**src/rtl/pidl_pkg.sv**
```systemverilog
// Package for the positional insert/delete list unit.
// Holds the shared constants, operation and status codes, and the cell command type.
// No dependencies.
`default_nettype none

package pidl_pkg;

   localparam int PIDL_DEPTH     = 64;   // default number of list cells
   localparam int PIDL_CAP_RESET = 64;   // capacity after reset, before clamping to the depth
   localparam int PIDL_WORD_W    = 32;
   localparam int PIDL_CNT_W     = 7;
   localparam int PIDL_OP_W      = 2;
   localparam int PIDL_ST_W      = 2;
   localparam int PIDL_GROUP     = 32;   // cells combined by one node of the read tree

   typedef enum logic [PIDL_OP_W-1:0] {
      OP_INSERT = 2'd0,
      OP_APPEND = 2'd1,
      OP_DELETE = 2'd2,
      OP_READ   = 2'd3
   } pidl_op_type;

   typedef enum logic [PIDL_ST_W-1:0] {
      ST_OK       = 2'd0,
      ST_INVALID  = 2'd1,
      ST_OVERFLOW = 2'd2
   } pidl_status_type;

   // Command broadcast to every cell in the cycle an item is accepted.
   typedef struct packed {
      logic                   ins;    // open a slot and write value there
      logic                   del;    // close the slot, later cells move down
      logic                   rd;     // the slot drives its word onto the read tree
      logic [PIDL_CNT_W-1:0]  slot;   // 0-based cell index of the operation
      logic [PIDL_WORD_W-1:0] value;
   } pidl_cmd_type;

endpackage

`default_nettype wire

```
**src/rtl/pidl_cell.sv**
```systemverilog
// One list cell: holds a single entry and trades it with its neighbors.
// Depends on pidl_pkg for the command type.
`default_nettype none

module pidl_cell import pidl_pkg::*; #(
   parameter int INDEX = 0
) (
   input  wire logic                   clock,
   input  wire pidl_cmd_type           cmd,
   input  wire logic [PIDL_WORD_W-1:0] left_word,   // word of the cell below
   input  wire logic [PIDL_WORD_W-1:0] right_word,  // word of the cell above
   output logic      [PIDL_WORD_W-1:0] word_out,
   output logic      [PIDL_WORD_W-1:0] read_word
);

   logic [PIDL_WORD_W-1:0] word_ff;
   logic [PIDL_WORD_W-1:0] word_in;
   logic                   at_slot;
   logic                   above_slot;

   assign at_slot    = (32'(cmd.slot) == 32'(INDEX));
   assign above_slot = (32'(INDEX) > 32'(cmd.slot));

   always_comb begin
      word_in = word_ff;
      if (cmd.ins && above_slot) begin
         word_in = left_word;
      end else if (cmd.ins && at_slot) begin
         word_in = cmd.value;
      end else if (cmd.del && (above_slot || at_slot)) begin
         word_in = right_word;
      end
   end

   always_ff @(posedge clock) begin
      word_ff <= word_in;
   end

   assign word_out  = word_ff;
   assign read_word = (cmd.rd && at_slot) ? word_ff : '0;

endmodule

`default_nettype wire

```
**config.mk**
```make
export PLATFORM = sky130hd
export DESIGN_NAME = pidl_cell
export DESIGN_NICKNAME = d
export VERILOG_FILES = /design/src/rtl/pidl_pkg.sv /design/src/rtl/pidl_cell.sv
export SDC_FILE = /design/constraint.sdc
export NUM_CORES = 1
export LEC_CHECK = 0
export BUFFER_PORTS_ARGS = -buffer_cell sky130_fd_sc_hd__buf_2
export CORE_ASPECT_RATIO = 1.4
export CORE_MARGIN = 3
export CORE_UTILIZATION = 36
export CTS_CLUSTER_SIZE = 40
export DETAILED_ROUTE_END_ITERATION = 8
export PLACE_DENSITY = 0.89
export SLEW_MARGIN = 10
export SYNTH_ARGS = -nofsm -noshare
export SYNTH_HDL_FRONTEND = slang
export SYNTH_SLANG_ARGS = --single-unit
```
**constraint.sdc**
```tcl
create_clock -name clock -period 2.7 [get_ports clock]
set_clock_uncertainty 0.05 [all_clocks]
set_input_delay 0.54 -clock clock [delete_from_list [all_inputs] [get_ports clock]]
set_output_delay 0.54 -clock clock [all_outputs]
set_load 0.05 [all_outputs]
```
==> run_results.csv, run 1 <==
group,metric,value,unit
layout,final_nets,357,
sta,finalHoldViolations,0,
routing,via_per_inst,4.40,
clocking,htree_levels,2,
yosys,ys_warn_count,0,
power_and_ir_drop,leakagePower,0.00138,µW
setup_path,max_stage_delay,330,ps
layout,area_growth_syn_to_layout,49.0,%
power_and_ir_drop,vdd_drop_max,0.000276,V
placed_design,dpl.hpwl,3.61,mm
layout,largest_reg_flops,32,
grt,grt_max_degree,33,
sta,relSlewSlack,73.5,%
routing,drtIter0Drc,28,
setup_path,slowest_stage,"nor3_1",
floorplan,start_util,37.7,%
setup_path,cp_cell_sequence,"buf_2 -> nor3_1 -> and3_1 -> buf_4 -> and2_1 -> buf_2",
floorplan,die_w,64.7,µm
yosys,syn_area,0.00174,mm²
setup_path,worstPathArrival,1860,ps
flow_run,drv_cap,0,
routing,drc,0,
yosys,synthTopCellsByArea,"edfxtp_1, mux2_4, and2_1",
layout,final_util,56.1,%
layout,layout_commonest_cell,"buf_2",
placed_design,numPortBuffers,138,
floorplan,ios,171,
yosys,syn_avg_cell_area,16.2,µm²
floorplan,row_count,29,
min_path,hold_class,"in2reg",
sta,max_clock_freq,408,MHz
sta,rsz0062_at_grt,"no",
routing,wl,4.29,mm
setup_path,crit_type,"in2out",
routing,ant_nets,0,
yosys,syn-num-nets,214,
routing,firstDrtPassIters,4,
sta,slew_violations,0,
min_path,hold_start,"cmd[0]",
power_and_ir_drop,power_density,392,mW/mm²
sta,setup_viol,0,
grt,grt_pass1_wl,6.03,mm
clocking,cts_tree,"yes",
grt,antenna_found_initial,0,
routing,routed-via-count,1376,
clocking,cts.sinks,32,
clocking,postCtsSetupBuffers,0,
setup_path,cp-start-kind,"primary input",
setup_path,path_common_cell,"buf_2",
outcome,status,"complete, no violations",
placed_design,place_congestion,0.652,
setup_path,cp.required,2110,ps
clocking,clockBufferDepth,2,
sta,setup_tns,0,ps
power_and_ir_drop,power,1010,µW
clocking,cts_resized,0,
grt,grt_overflow,0,
setup_path,critPathTopFamily,"simple AND/OR/NAND/NOR gates",
yosys,ys_seq_area_share,55.4,%
sta,worst_slew_pin_slew,398,ps
layout,antenna_cells,0,
setup_path,cp_num_buf_inv,3,
sta,min_period,2450,ps
floorplan,dieArea,0.00570,mm²
grt,track_usage,14.4,%
floorplan,coreArea,0.00461,mm²
sta,fin_crit_sh,90.7,%
min_path,whs_endpoint,"word_out[0]$_DFFE_PP_",
clocking,path_clk_slew,70,ps
setup_path,crit_path_end_kind,"primary output",
yosys,synthDistinctLibCells,11,
layout,layout_common_cells,"buf_2, and2_1, edfxtp_1",
setup_path,worst-path-max-fanout,22,
clocking,cts_hold_buf,0,
routing,wl_per_cell,13.7,µm
floorplan,die_y,88.2,µm
layout,drive_gt1_share,73.3,%
yosys,synth_top_cell_by_area,"edfxtp_1",
clocking,numCtsBuffers,5,
yosys,ys_ff_latch,32,
grt,grt_pass1_vias,1342,
min_path,hold_depth,2,
clocking,root_buffer,"clkbuf_8",
yosys,yosys.area.top_type_share,55.4,%
yosys,syn_inst,107,
[cells in the mapped netlist]
cell      number
and2_1        32
edfxtp_1      32
mux2_4        30
buf_6          3
clkbuf_2       3
mux2_2         2
and3_1         1
nand3_2        1
nor3_1         1
nor4_4         1
o211a_1        1
[how the worst max path moves through the flow]
stage	start	endpoint	slack, ps	cells after the start
final	cmd[37]	read_word[0]	250	6
after global routing	cmd[37]	read_word[0]	140	6
after CTS	cmd[37]	read_word[0]	260	6
after detailed placement	cmd[37]	read_word[0]	260	6
after global placement	cmd[37]	read_word[30]	280	6
after floorplan	cmd[33]	read_word[10]	430	4
[routing by layer]
metal,GRT usage [%],vias to the layer above,wire length (µm)
met2,28.0,83,2470
met4,7.12,0,109
met3,4.11,9,311
met1,13.6,613,1390
met5,0,-,0
li1,-,671,-
[power breakdown]
| part | switching [µW] | leakage [µW] | internal [µW] |
|---|---|---|---|
| Combinational | 40.4 | 0.00104 | 73.1 |
| Sequential | 1.10 | 0.000288 | 549 |
| Clock | 170 | 0.0000479 | 179 |
[layout make-up]
cell class	count	area, µm²
fill	402	2020
sequential	32	961
timing repair buffer	142	733
multi-input combinational	69	726
tap	62	77.6
clock buffer	5	68.8
clock inverter	3	18.8
[kinds of logic after synthesis]
| group | share of synthesized area (%) |
|---|---|
| simple gates | 14.0 |
| mux | 27.3 |
| flops | 55.4 |
| buf+inv | 2.81 |
| compound gates | 0.577 |
[metrics by stage]
step	setup slack [ps]	instance area [µm²]	instances	hold slack [ps]
2_1_floorplan	431	1740	107	707
3_3_place_gp	283	2500	305	791
3_5_place_dp	256	2500	305	793
4_1_cts	256	2580	313	494
5_1_grt	136	2580	313	487
6_report	252	2580	313	506
(Power assumes the default switching activity.)
==> run 2: changes to the inputs <==
Settings changed: MAX_ROUTING_LAYER set to met4, RECOVER_POWER set to 50.
==> run 2 against run 1 <==
  * Non-clock buffer count did not move
  * Combinational power barely moved
  * Via count barely moved
  * Worst hold slack improved by 0.96 ps
  * Die area did not move
  * Largest power group unchanged
  * Final cell count did not move
  * Sequential power barely moved
  * Critical path depth did not move
  * Routed wire length rose by 1.1%
  * Total power barely moved
  * Cell area fell by 1.6%
==> run_results.csv, run 2 (synthesis results as in run 1) <==
group,metric,value,unit
setup_path,worstPathArrival,1850,ps
sta,setup_tns,0,ps
grt,grt_overflow,0,
sta,worst_slew_pin_slew,772,ps
sta,slew_violations,0,
sta,min_period,2440,ps
routing,wl_per_cell,13.8,µm
layout,final_util,55.2,%
routing,routed-via-count,1375,
placed_design,numPortBuffers,138,
layout,fillCellCount,428,
placed_design,place_congestion,0.658,
floorplan,die_y,88.2,µm
sta,hold_ws,507,ps
layout,final-seq-area,961,µm²
routing,wl,4.33,mm
layout,final_nets,357,
setup_path,crit_type,"in2out",
grt,antenna_found_initial,0,
setup_path,cp_cell_sequence,"buf_2 -> nor3_1 -> and3_1 -> buf_4 -> and2_1 -> buf_2",
clocking,root_buffer,"clkbuf_8",
layout,antenna_cells,0,
floorplan,start_util,37.7,%
routing,firstDrtPassIters,4,
setup_path,startpoint,"cmd[37]",
setup_path,path_common_cell,"buf_2",
layout,layout_common_cells,"buf_2, and2_1, clkbuf_1, edfxtp_1, mux2_4",
setup_path,cp-start-kind,"primary input",
sta,setup_viol,0,
sta,fin_crit_sh,90.4,%
setup_path,crit_path_end_kind,"primary output",
min_path,hold_class,"in2reg",
sta,relSlewSlack,48.5,%
clocking,htree_levels,2,
setup_path,cp.required,2110,ps
min_path,whs_endpoint,"word_out[0]$_DFFE_PP_",
layout,multiInputGateArea,726,µm²
sta,max_clock_freq,410,MHz
layout,largest_reg_flops,32,
floorplan,ios,171,
floorplan,row_count,29,
placed_design,dpl.hpwl,3.61,mm
min_path,hold_depth,2,
sta,rsz0062_at_grt,"no",
clocking,numCtsBuffers,5,
routing,ant_nets,0,
routing,drc,0,
grt,grt_pass1_vias,1336,
power_and_ir_drop,leakagePower,0.00129,µW
setup_path,worst-path-max-fanout,22,
clocking,cts.sinks,32,
setup_path,max_stage_delay,330,ps
grt,track_usage,15.0,%
clocking,postCtsSetupBuffers,0,
power_and_ir_drop,vdd_drop_max,0.000274,V
floorplan,die_w,64.7,µm
routing,via_per_inst,4.39,
outcome,status,"complete, no violations",
layout,drive_gt1_share,60.6,%
power_and_ir_drop,power_density,398,mW/mm²
grt,grt_max_degree,33,
setup_path,slowest_stage,"nor3_1",
clocking,cts_hold_buf,0,
floorplan,coreArea,0.00461,mm²
clocking,cts_resized,0,
clocking,path_clk_slew,70,ps
routing,drtIter0Drc,37,
sta,finalHoldViolations,0,
layout,layout_commonest_cell,"buf_2",
clocking,clockBufferDepth,2,
floorplan,dieArea,0.00570,mm²
layout,area_growth_syn_to_layout,46.5,%
min_path,hold_start,"cmd[0]",
clocking,cts_tree,"yes",
flow_run,drv_cap,0,
grt,grt_pass1_wl,6.07,mm
-- run 2: cell types whose count changed in the layout (fill, tap and decap cells not counted), sizes merged --
| cell | delta |
|---|---|
| clkbuf | +33 |
| buf | -33 |
-- run 2: worst max-delay path: cells and delay by family --
kind,cells,cell delay [ps]
buffers and inverters,3,570
and+or+nand+nor,3,720
-- run 2: cell type report --
class	instances	area share, %
clock inverters	3	0.738
multi-input cells	69	28.5
flip-flops and latches	32	37.8
well taps	62	3.05
clock buffers	5	2.71
repair buffers	142	27.2
-- run 2: worst max-delay path by stage --
stage                          to  slack, ps  cells past startpoint
detailed placement   read_word[0]        260                      6
finish               read_word[0]        260                      6
CTS                  read_word[0]        260                      6
floorplan           read_word[10]        430                      4
global placement    read_word[30]        280                      6
global route         read_word[0]        140                      6
-- run 2: per-layer routing --
| metal | vias to the layer above | wire length [µm] | track usage [%] |
|---|---|---|---|
| met1 | 613 | 1460 | 14.1 |
| met3 | 6 | 313 | 3.85 |
| met2 | 85 | 2480 | 28.0 |
| li1 | 671 | - | - |
| met5 | - | 0 | - |
| met4 | 0 | 81 | 7.12 |
-- run 2: stage by stage --
| step | instance area [µm²] | std cells | power, µW | setup WS [ps] |
|---|---|---|---|---|
| floorplan | 1740 | 107 | 613 | 431 |
| global placement | 2500 | 305 | 671 | 283 |
| detailed placement | 2500 | 305 | 676 | 256 |
| CTS | 2580 | 313 | 1030 | 256 |
| global route | 2540 | 313 | 1060 | 136 |
| finish | 2540 | 313 | 1010 | 260 |
-- run 2: where the power goes --
part	total, µW	leakage [µW]	switching (µW)	internal, µW
Clock	350	0.0000479	171	179
Sequential	550	0.000288	1.18	549
Combinational	113	0.000951	40.4	72.4
Total	1010	0.00129	212	801
